### src/rtl/core/bafu_pkg.sv
// ----------------------------------------------------------------------------
// bafu_pkg - shared types for the binary array field unpacker
// Item structs, slot descriptor and slot write port, queue sizing.
// ----------------------------------------------------------------------------
package bafu_pkg;

  localparam int MAX_SLOT_BYTES_DEF = 64;
  localparam int QDEPTH             = 2;
  localparam int SLOTW              = 7;

  typedef struct packed {
    logic        kind;
    logic [7:0]  data_byte;
    logic [6:0]  slot_bytes;
    logic        is_array;
    logic        is_string;
    logic [31:0] scalar_len;
  } in_item_t;

  typedef struct packed {
    logic       byte_valid;
    logic [7:0] out_byte;
    logic       slot_last;
    logic       field_last;
  } out_item_t;

  typedef struct packed {
    logic             empty;
    logic [SLOTW-1:0] width;
    logic [SLOTW-1:0] count;
    logic             swap;
    logic             last;
  } slot_desc_t;

  typedef struct packed {
    logic             en;
    logic [SLOTW-1:0] idx;
    logic [7:0]       data;
  } slot_wr_t;

  function automatic logic slot_swap(logic [SLOTW-1:0] w, logic is_str);
    return !is_str && (w == 7'd2 || w == 7'd4 || w == 7'd8);
  endfunction

endpackage

### src/rtl/core/bafu_front.sv
// ----------------------------------------------------------------------------
// bafu_front - field parser
// Accepts items, walks the array header, collects slot bytes and pushes one
// slot descriptor per element, scalar or empty field.
// ----------------------------------------------------------------------------
module bafu_front #(
  parameter int MAX_SLOT_BYTES = 64
) (
  input  logic                 clk,
  input  logic                 rst,
  input  logic                 in_valid,
  output logic                 in_ready,
  input  bafu_pkg::in_item_t   in_item,
  input  logic                 q_full,
  output logic                 push,
  output bafu_pkg::slot_desc_t push_desc,
  output bafu_pkg::slot_wr_t   wr
);
  import bafu_pkg::*;

  typedef enum logic [2:0] {
    PH_IDLE, PH_NDIM, PH_SKIP, PH_DIM, PH_DIMSKIP, PH_ELEMLEN, PH_ELEMDATA
  } phase_t;

  localparam logic [SLOTW-1:0] MAX_W = SLOTW'(MAX_SLOT_BYTES);

  phase_t           phase, phase_next;
  logic [3:0]       header_count, header_count_next;
  logic [31:0]      dims_left, dims_left_next;
  logic [31:0]      elems_left, elems_left_next;
  logic [31:0]      word_shift, word_shift_next;
  logic [31:0]      elem_len, elem_len_next;
  logic [31:0]      elem_received, elem_received_next;
  logic [31:0]      number_buffer, number_buffer_next;
  logic [SLOTW-1:0] width, width_next;
  logic             is_array, is_array_next;
  logic             is_string, is_string_next;

  logic             accept;
  logic [31:0]      acc_word;
  logic [3:0]       hc_inc;
  logic [63:0]      prod_full;
  logic [31:0]      elems_dec;
  logic [31:0]      recv_inc;
  logic [SLOTW-1:0] width_clamped;
  logic             do_finish;
  logic             do_empty;
  logic [SLOTW-1:0] fin_count;

  assign in_ready  = !q_full;
  assign accept    = in_valid && in_ready;
  assign acc_word  = {number_buffer[23:0], in_item.data_byte};
  assign hc_inc    = header_count + 4'd1;
  assign prod_full = 64'(word_shift) * 64'(acc_word);
  assign elems_dec = elems_left - 32'd1;
  assign recv_inc  = elem_received + 32'd1;

  always_comb begin
    if (in_item.slot_bytes == '0) begin
      width_clamped = SLOTW'(1);
    end else if (in_item.slot_bytes > MAX_W) begin
      width_clamped = MAX_W;
    end else begin
      width_clamped = in_item.slot_bytes;
    end
  end

  always_comb begin
    phase_next         = phase;
    header_count_next  = header_count;
    dims_left_next     = dims_left;
    elems_left_next    = elems_left;
    word_shift_next    = word_shift;
    elem_len_next      = elem_len;
    elem_received_next = elem_received;
    number_buffer_next = number_buffer;
    width_next         = width;
    is_array_next      = is_array;
    is_string_next     = is_string;
    push               = 1'b0;
    push_desc          = '0;
    wr                 = '0;
    do_finish          = 1'b0;
    do_empty           = 1'b0;
    fin_count          = '0;

    if (accept) begin
      if (!in_item.kind) begin
        header_count_next  = '0;
        dims_left_next     = '0;
        elems_left_next    = '0;
        word_shift_next    = '0;
        elem_len_next      = '0;
        elem_received_next = '0;
        number_buffer_next = '0;
        width_next         = width_clamped;
        is_array_next      = in_item.is_array;
        is_string_next     = in_item.is_string;
        if (in_item.is_array) begin
          phase_next = PH_NDIM;
        end else if (in_item.scalar_len == '0 || in_item.scalar_len[31]) begin
          push            = 1'b1;
          push_desc.width = width_clamped;
          push_desc.swap  = slot_swap(width_clamped, in_item.is_string);
          push_desc.last  = 1'b1;
          phase_next      = PH_IDLE;
        end else begin
          elems_left_next = 32'd1;
          elem_len_next   = in_item.scalar_len;
          phase_next      = PH_ELEMDATA;
        end
      end else begin
        case (phase)
          PH_NDIM: begin
            number_buffer_next = acc_word;
            header_count_next  = hc_inc;
            if (hc_inc == 4'd4) begin
              dims_left_next    = acc_word;
              header_count_next = '0;
              phase_next        = PH_SKIP;
            end
          end
          PH_SKIP: begin
            header_count_next = hc_inc;
            if (hc_inc == 4'd8) begin
              header_count_next  = '0;
              number_buffer_next = '0;
              if (dims_left == '0 || dims_left[31]) begin
                do_empty = 1'b1;
              end else begin
                word_shift_next = 32'd1;
                phase_next      = PH_DIM;
              end
            end
          end
          PH_DIM: begin
            number_buffer_next = acc_word;
            header_count_next  = hc_inc;
            if (hc_inc == 4'd4) begin
              word_shift_next   = prod_full[31:0];
              header_count_next = '0;
              phase_next        = PH_DIMSKIP;
            end
          end
          PH_DIMSKIP: begin
            header_count_next = hc_inc;
            if (hc_inc == 4'd4) begin
              header_count_next  = '0;
              number_buffer_next = '0;
              dims_left_next     = dims_left - 32'd1;
              if (dims_left != 32'd1) begin
                phase_next = PH_DIM;
              end else if (word_shift == '0 || word_shift[31]) begin
                do_empty = 1'b1;
              end else begin
                elems_left_next = word_shift;
                phase_next      = PH_ELEMLEN;
              end
            end
          end
          PH_ELEMLEN: begin
            number_buffer_next = acc_word;
            header_count_next  = hc_inc;
            if (hc_inc == 4'd4) begin
              header_count_next  = '0;
              number_buffer_next = '0;
              if (acc_word == '0 || acc_word[31]) begin
                elem_len_next = '0;
                do_finish     = 1'b1;
              end else begin
                elem_len_next      = acc_word;
                elem_received_next = '0;
                phase_next         = PH_ELEMDATA;
              end
            end
          end
          PH_ELEMDATA: begin
            if (elem_received < {25'd0, width}) begin
              wr.en   = 1'b1;
              wr.idx  = elem_received[SLOTW-1:0];
              wr.data = in_item.data_byte;
            end
            elem_received_next = recv_inc;
            if (recv_inc == elem_len) begin
              do_finish = 1'b1;
              fin_count = (elem_len < {25'd0, width}) ? elem_len[SLOTW-1:0] : width;
            end
          end
          default: begin
          end
        endcase
      end
    end

    if (do_finish) begin
      push            = 1'b1;
      push_desc.width = width;
      push_desc.count = fin_count;
      push_desc.swap  = slot_swap(width, is_string);
      push_desc.last  = !is_array || elems_dec == '0;
      elems_left_next = elems_dec;
      if (!is_array || elems_dec == '0) begin
        phase_next = PH_IDLE;
      end else begin
        phase_next         = PH_ELEMLEN;
        header_count_next  = '0;
        number_buffer_next = '0;
      end
    end

    if (do_empty) begin
      push            = 1'b1;
      push_desc.empty = 1'b1;
      push_desc.last  = 1'b1;
      phase_next      = PH_IDLE;
    end
  end

  always_ff @(posedge clk) begin
    if (rst) begin
      phase         <= PH_IDLE;
      header_count  <= '0;
      dims_left     <= '0;
      elems_left    <= '0;
      word_shift    <= '0;
      elem_len      <= '0;
      elem_received <= '0;
      number_buffer <= '0;
      width         <= '0;
      is_array      <= 1'b0;
      is_string     <= 1'b0;
    end else begin
      phase         <= phase_next;
      header_count  <= header_count_next;
      dims_left     <= dims_left_next;
      elems_left    <= elems_left_next;
      word_shift    <= word_shift_next;
      elem_len      <= elem_len_next;
      elem_received <= elem_received_next;
      number_buffer <= number_buffer_next;
      width         <= width_next;
      is_array      <= is_array_next;
      is_string     <= is_string_next;
    end
  end

endmodule

### src/rtl/core/bafu_queue.sv
// ----------------------------------------------------------------------------
// bafu_queue - slot queue
// Descriptor FIFO with one slot-data bank per entry in a 1W1R memory.
// ----------------------------------------------------------------------------
module bafu_queue #(
  parameter int MAX_SLOT_BYTES = 64
) (
  input  logic                              clk,
  input  logic                              rst,
  input  logic                              push,
  input  bafu_pkg::slot_desc_t              push_desc,
  input  bafu_pkg::slot_wr_t                wr,
  input  logic                              pop,
  input  logic                              rd_en,
  input  logic [$clog2(MAX_SLOT_BYTES)-1:0] rd_idx,
  output logic [7:0]                        rd_data,
  output bafu_pkg::slot_desc_t              head_desc,
  output logic                              full,
  output logic                              empty
);
  import bafu_pkg::*;

  localparam int IW        = $clog2(MAX_SLOT_BYTES);
  localparam int PW        = (QDEPTH > 1) ? $clog2(QDEPTH) : 1;
  localparam int CW        = $clog2(QDEPTH + 1);
  localparam int MEM_DEPTH = QDEPTH * (1 << IW);

  logic [7:0]  mem [MEM_DEPTH];
  slot_desc_t  desc_q [QDEPTH];
  logic [PW-1:0] head, tail;
  logic [CW-1:0] count;

  assign full      = count == CW'(QDEPTH);
  assign empty     = count == '0;
  assign head_desc = desc_q[head];

  always_ff @(posedge clk) begin
    if (rst) begin
      head  <= '0;
      tail  <= '0;
      count <= '0;
    end else begin
      if (push) begin
        tail <= (tail == PW'(QDEPTH - 1)) ? '0 : tail + PW'(1);
      end
      if (pop) begin
        head <= (head == PW'(QDEPTH - 1)) ? '0 : head + PW'(1);
      end
      if (push && !pop) begin
        count <= count + CW'(1);
      end else if (pop && !push) begin
        count <= count - CW'(1);
      end
    end
  end

  always_ff @(posedge clk) begin
    if (push) begin
      desc_q[tail] <= push_desc;
    end
  end

  always_ff @(posedge clk) begin
    if (wr.en) begin
      mem[{tail, wr.idx[IW-1:0]}] <= wr.data;
    end
    if (rd_en) begin
      rd_data <= mem[{head, rd_idx}];
    end
  end

endmodule

### src/rtl/core/bafu_back.sv
// ----------------------------------------------------------------------------
// bafu_back - slot emitter
// Walks the head slot one byte per cycle unless the output stalls, reverses
// it when swap is set, zero-fills it, and drives the result register.
// ----------------------------------------------------------------------------
module bafu_back #(
  parameter int MAX_SLOT_BYTES = 64
) (
  input  logic                              clk,
  input  logic                              rst,
  input  logic                              q_empty,
  input  bafu_pkg::slot_desc_t              head_desc,
  input  logic [7:0]                        rd_data,
  output logic                              pop,
  output logic                              rd_en,
  output logic [$clog2(MAX_SLOT_BYTES)-1:0] rd_idx,
  output logic                              out_valid,
  input  logic                              out_ready,
  output bafu_pkg::out_item_t               out_item
);
  import bafu_pkg::*;

  localparam int IW = $clog2(MAX_SLOT_BYTES);

  typedef struct packed {
    logic byte_valid;
    logic zero;
    logic slot_last;
    logic field_last;
  } s1_meta_t;

  logic [IW-1:0]    k;
  logic [SLOTW-1:0] k7, w_m1, src7;
  logic             issue, load1, adv2, at_end, zero;
  logic             s1_valid;
  s1_meta_t         s1_meta;

  assign k7     = SLOTW'(k);
  assign w_m1   = head_desc.width - SLOTW'(1);
  assign src7   = head_desc.swap ? w_m1 - k7 : k7;
  assign zero   = src7 >= head_desc.count;
  assign at_end = head_desc.empty || k7 == w_m1;
  assign adv2   = !out_valid || out_ready;
  assign load1  = !s1_valid || adv2;
  assign issue  = !q_empty && load1;
  assign pop    = issue && at_end;
  assign rd_en  = issue && !head_desc.empty;
  assign rd_idx = src7[IW-1:0];

  always_ff @(posedge clk) begin
    if (rst) begin
      k         <= '0;
      s1_valid  <= 1'b0;
      out_valid <= 1'b0;
    end else begin
      if (issue) begin
        k <= at_end ? '0 : k + IW'(1);
      end
      if (load1) begin
        s1_valid <= issue;
      end
      if (adv2) begin
        out_valid <= s1_valid;
      end
    end
  end

  always_ff @(posedge clk) begin
    if (issue) begin
      s1_meta.byte_valid <= !head_desc.empty;
      s1_meta.zero       <= head_desc.empty || zero;
      s1_meta.slot_last  <= !head_desc.empty && k7 == w_m1;
      s1_meta.field_last <= head_desc.last && at_end;
    end
    if (adv2 && s1_valid) begin
      out_item.byte_valid <= s1_meta.byte_valid;
      out_item.out_byte   <= s1_meta.zero ? 8'd0 : rd_data;
      out_item.slot_last  <= s1_meta.slot_last;
      out_item.field_last <= s1_meta.field_last;
    end
  end

endmodule

### src/rtl/core/binary_array_field_unpacker.sv
// ----------------------------------------------------------------------------
// binary_array_field_unpacker - top level
// Unpacks a binary array or scalar column value into fixed-width slots.
//
//   channel  handshake              payload
//   in       in_valid / in_ready    in_item  (field start or data byte)
//   out      out_valid / out_ready  out_item (one slot byte or empty marker)
//
// One input item per cycle while the slot queue has a free entry.
// Each slot drains as width results, one per unstalled cycle, via the emitter;
// narrow elements in wide slots are paced by that emitter and its queue.
// A slot's first result goes through the queue, read stage and result register.
// Reset clears control state; slot memory needs no clearing.
// A stalled output holds the emitter; the parser runs on until the queue fills.
// ----------------------------------------------------------------------------
module binary_array_field_unpacker #(
  parameter int MAX_SLOT_BYTES = bafu_pkg::MAX_SLOT_BYTES_DEF
) (
  input  logic                clk,
  input  logic                rst,
  input  logic                in_valid,
  output logic                in_ready,
  input  bafu_pkg::in_item_t  in_item,
  output logic                out_valid,
  input  logic                out_ready,
  output bafu_pkg::out_item_t out_item
);
  import bafu_pkg::*;

  localparam int IW = $clog2(MAX_SLOT_BYTES);

  logic          q_full, q_empty, push, pop, rd_en;
  slot_desc_t    push_desc, head_desc;
  slot_wr_t      wr;
  logic [IW-1:0] rd_idx;
  logic [7:0]    rd_data;

  bafu_front #(.MAX_SLOT_BYTES(MAX_SLOT_BYTES)) u_front (
    .clk       (clk),
    .rst       (rst),
    .in_valid  (in_valid),
    .in_ready  (in_ready),
    .in_item   (in_item),
    .q_full    (q_full),
    .push      (push),
    .push_desc (push_desc),
    .wr        (wr)
  );

  bafu_queue #(.MAX_SLOT_BYTES(MAX_SLOT_BYTES)) u_queue (
    .clk       (clk),
    .rst       (rst),
    .push      (push),
    .push_desc (push_desc),
    .wr        (wr),
    .pop       (pop),
    .rd_en     (rd_en),
    .rd_idx    (rd_idx),
    .rd_data   (rd_data),
    .head_desc (head_desc),
    .full      (q_full),
    .empty     (q_empty)
  );

  bafu_back #(.MAX_SLOT_BYTES(MAX_SLOT_BYTES)) u_back (
    .clk       (clk),
    .rst       (rst),
    .q_empty   (q_empty),
    .head_desc (head_desc),
    .rd_data   (rd_data),
    .pop       (pop),
    .rd_en     (rd_en),
    .rd_idx    (rd_idx),
    .out_valid (out_valid),
    .out_ready (out_ready),
    .out_item  (out_item)
  );

  a_push_room: assert property (@(posedge clk) disable iff (rst) push |-> !q_full)
    else $error("slot pushed into a full queue");

  a_pop_data: assert property (@(posedge clk) disable iff (rst) pop |-> !q_empty)
    else $error("slot popped from an empty queue");

  a_marker: assert property (@(posedge clk) disable iff (rst)
      out_valid && !out_item.byte_valid |->
      out_item.field_last && !out_item.slot_last && out_item.out_byte == 8'd0)
    else $error("empty marker malformed");

  a_field_end: assert property (@(posedge clk) disable iff (rst)
      out_valid && out_item.byte_valid && out_item.field_last |-> out_item.slot_last)
    else $error("field ended inside a slot");

  a_reset_out: assert property (@(posedge clk) rst |=> !out_valid)
    else $error("output valid right after reset");

endmodule
### config.mk
export PLATFORM = sky130hd
export DESIGN_NAME = binary_array_field_unpacker
export DESIGN_NICKNAME = d
export VERILOG_FILES = /design/src/rtl/core/bafu_pkg.sv /design/src/rtl/core/bafu_front.sv /design/src/rtl/core/bafu_queue.sv /design/src/rtl/core/bafu_back.sv /design/src/rtl/core/binary_array_field_unpacker.sv
export SDC_FILE = /design/constraint.sdc
export NUM_CORES = 2
export LEC_CHECK = 0
export ABC_AREA = 1
export BUFFER_PORTS_ARGS = -buffer_cell sky130_fd_sc_hd__buf_2
export CAP_MARGIN = 20
export CORE_MARGIN = 1.5
export CORE_UTILIZATION = 30
export CTS_CLUSTER_SIZE = 40
export DETAILED_ROUTE_END_ITERATION = 8
export PLACE_DENSITY = 0.47
export SETUP_SLACK_MARGIN = 0.15
export SYNTH_ARGS = -nofsm -noshare
export SYNTH_HDL_FRONTEND = slang
export SYNTH_SLANG_ARGS = --single-unit
export TNS_END_PERCENT = 1
### constraint.sdc
create_clock -name clk -period 10.55 [get_ports clk]
set_clock_uncertainty 0.05 [all_clocks]
set_input_delay 1.055 -clock clk [delete_from_list [all_inputs] [get_ports clk]]
set_output_delay 1.055 -clock clk [all_outputs]
set_load 0.05 [all_outputs]
==> flow_summary.json <==
{
  "arrival_ps": 8280,
  "critPathCapture": "u_front.word_shift[27]$_SDFFE_PP0P_",
  "postCtsSetupRepairBufs": 0,
  "p_int_uw": 9490,
  "grt_max_degree": 160,
  "cts_max_path_buffers": 3,
  "die_x_um": 494.9,
  "power.switching_uw": 5433,
  "first_pass_iters": 5,
  "grt_overflow_total": 0,
  "cts_buffers": 145,
  "grt_pass1_wl_mm": 338.0,
  "pwr-share-comb": 0.281,
  "layout_commonest_cell": "edfxtp_1",
  "regArea_mm2": 0.03673,
  "startpoint": "u_front.word_shift[8]$_SDFFE_PP0P_",
  "track_usage": 0.1816,
  "vias": 53190,
  "io_pins": 67,
  "crit_fanout": 14,
  "end_kind": "flip-flop",
  "area_growth_syn_to_layout_pct": 11.34,
  "setup_ws_ps": 2866,
  "clk_latency_ps": 830,
  "outcome": "finished, final reports clean",
  "synth-seq-cells": 1294,
  "slew_viol_final": 0,
  "grt_pass1_vias": 52800,
  "wl_per_cell_um": 21.26,
  "netlist_area_mm2": 0.07258,
  "synth_edf_count": 1081,
  "drv_cap": 0,
  "post-route-util": 0.3360,
  "worstSetupPathType": "flip-flop to flip-flop",
  "placed_area_mm2": 0.07613,
  "hold_class": "flip-flop to flip-flop",
  "clkSinkCount": 1294,
  "cts_hold_buf": 0,
  "die_h_um": 494.9,
  "cts_tree": "yes",
  "crit_path_start_kind": "flip-flop",
  "synth_ff_type": "edfxtp_1",
  "powerDensity_mw_per_mm2": 184.7,
  "portBuffers": 66,
  "slew_headroom": 0.2659,
  "hold_slack_ps": 377.2,
  "finalInstanceArea_mm2": 0.08081,
  "hpwl_mm": 142.9,
  "cp.required_ps": 11140,
  "r2r_cells": 26,
  "syn-instance-count": 7385,
  "fin_crit_sh": 0.7284,
  "htree_levels": 4,
  "ant_nets": 0,
  "r2r_start": "u_front.word_shift[8]$_SDFFE_PP0P_",
  "fmax_mhz": 130.1,
  "layout_min_cycle_time_ps": 7684,
  "postRouteWirelength_mm": 224.4,
  "ff2ff_setup_slack_ps": 2870,
  "ctsRootBufferMaster": "clkbuf_16",
  "seq_area_frac_synth": 0.5060,
  "finalHoldViolCount": 0,
  "n_fill_cell": 24560,
  "sw_frac_of_total": 0.3641,
  "core_area_mm2": 0.2405,
  "power.share.clock": 0.334,
  "rows": 180,
  "synthArstFlopShare": 0,
  "ys_types": 65,
  "tightest_slew_ps": 1100,
  "finalSetupTns_ps": 0,
  "place.gp.congestion": 0.8600,
  "min_from": "u_back.s1_meta[3]$_DFFE_PP_",
  "synth_fp_nets": 8005,
  "leakagePower_uw": 0.02978,
  "rsz0062_at_grt": "no",
  "antenna_found_initial": 6,
  "clkSlewWorstSetupHoldPaths_ps": 60,
  "ir_drop_mv": 0.1797,
  "drc": 0,
  "avgSynthCellArea_um2": 9.828,
  "nets": 7871,
  "multi_input_area_mm2": 0.03021,
  "sequentialPowerShare": 0.385,
  "viasPerCell": 5.039,
  "place_ws_ps": 2408,
  "layout_common_cells": "edfxtp_1, inv_1, nand2_1",
  "first_iter_violations": 4819,
  "drive_above_1_share": 0.06272,
  "setup_viol": 0,
  "start_util": 0.3017,
  "ys.warnings.count": 0,
  "timing.rr.end": "u_front.word_shift[27]$_SDFFE_PP0P_",
  "ctsResizeCount": 0,
  "die_area_mm2": 0.2449
}
[cells by family after synthesis]
| family | count (synthesis) | share of synthesized area |
|---|---|---|
| flip-flops | 1294 | 0.5060 |
| AO/OA/AOI/OAI | 1372 | 0.1142 |
| AND/OR/NAND/NOR | 2493 | 0.1428 |
| buffers and inverters | 1519 | 0.07971 |
| adder cells (fa/ha/maj) | 566 | 0.1399 |
| multiplexers | 12 | 0.001655 |
| XOR/XNOR | 129 | 0.01577 |
[area by class of cell]
type                            instances  share of cell area
Sequential cell                      1294              0.4545
Multi-Input combinational cell       4572              0.3738
Inverter                             1064             0.04961
Tap cell                             3185             0.04931
Clock buffer                          190             0.04837
Timing Repair Buffer                  174             0.01527
Clock inverter                         72            0.008996
Antenna cell                            4           0.0001239
[metrics by stage]
step,power (uW),std cells
floorplan,8531,7385
global placement,10020,10290
detailed placement,10040,10290
CTS,15030,10550
global route,15630,10550
finish,14920,10560
[cells in the mapped netlist, drive strengths merged, types with 61 or more instances]
master	n	share of area
ha	157	0.027
inv	1059	0.055
buf	84	0.0055
o21ai	671	0.046
o22ai	80	0.0069
fa	409	0.11
clkbuf	371	0.019
o221ai	207	0.025
nand2	1041	0.054
a31oi	61	0.0053
dfxtp	213	0.059
nand3	363	0.026
edfxtp	1081	0.45
nor2	918	0.048
a21oi	192	0.013
xor2	89	0.011
[state kept, by name (all words and copies together) (netlist names), 2 cells and up, named ones only]
| name | count |
|---|---|
| u_queue.count | 2 |
| u_queue.desc_q | 34 |
| u_front.word_shift | 32 |
| u_front.elem_received | 32 |
| u_queue.rd_data | 8 |
| u_front.width | 7 |
| u_back.out_item | 11 |
| u_front.header_count | 4 |
| u_front.phase | 3 |
| u_front.elems_left | 32 |
| u_front.dims_left | 32 |
| u_back.k | 6 |
| u_front.elem_len | 32 |
| u_back.s1_meta | 4 |
| u_front.number_buffer | 24 |
| u_queue.mem | 1024 |
[worst min-delay path by stage]
stage / to / slack, ps / cells past startpoint
final: u_back.out_item[10]$_DFFE_PP_ / 380 / 0
after global routing: u_back.out_item[10]$_DFFE_PP_ / 380 / 0
after CTS: u_back.out_item[0]$_DFFE_PP_ / 380 / 0
after detailed placement: u_back.out_item[1]$_DFFE_PP_ / 360 / 0
after global placement: u_back.out_item[0]$_DFFE_PP_ / 370 / 0
after floorplan: u_back.out_item[0]$_DFFE_PP_ / 350 / 0
[power by group through the flow]
stage / Sequential, uW / Combinational [uW] / Clock (uW)
after global routing: 5750 / 4600 / 5280
after detailed placement: 5850 / 4190 / 0
after floorplan: 5830 / 2700 / 0
after global placement: 5850 / 4170 / 0
final: 5740 / 4200 / 4980
after CTS: 5740 / 4200 / 5090
[worst max-delay path: stages (launching register included)]
cell and delay, ps:
dfxtp_1 990, buf_4 390, nand2_1 80, inv_1 110, fa_1 440, fa_1 500, fa_1 520, inv_1 50
fa_1 470, inv_1 40, ha_1 270, ha_1 300, fa_1 520, fa_1 450, ha_1 350, nand2_1 170
nor3_1 80, nand3_1 90, o2111ai_1 260, a21boi_0 320, inv_1 120, a21oi_1 260, o21ai_0 200, a21oi_1 200
a21oi_1 80, o21ai_0 100, a21oi_1 80
[metal layers]
| layer | share of wire | track usage | up-vias |
|---|---|---|---|
| met3 | 0.055 | 0.02550 | 249 |
| met1 | 0.46 | 0.2573 | 26810 |
| met2 | 0.46 | 0.2903 | 1514 |
| met4 | 0.023 | 0.04744 | 0 |
| met5 | 0 | 0 | - |
| li1 | - | - | 24620 |
Power figures use the tool's default switching activity.
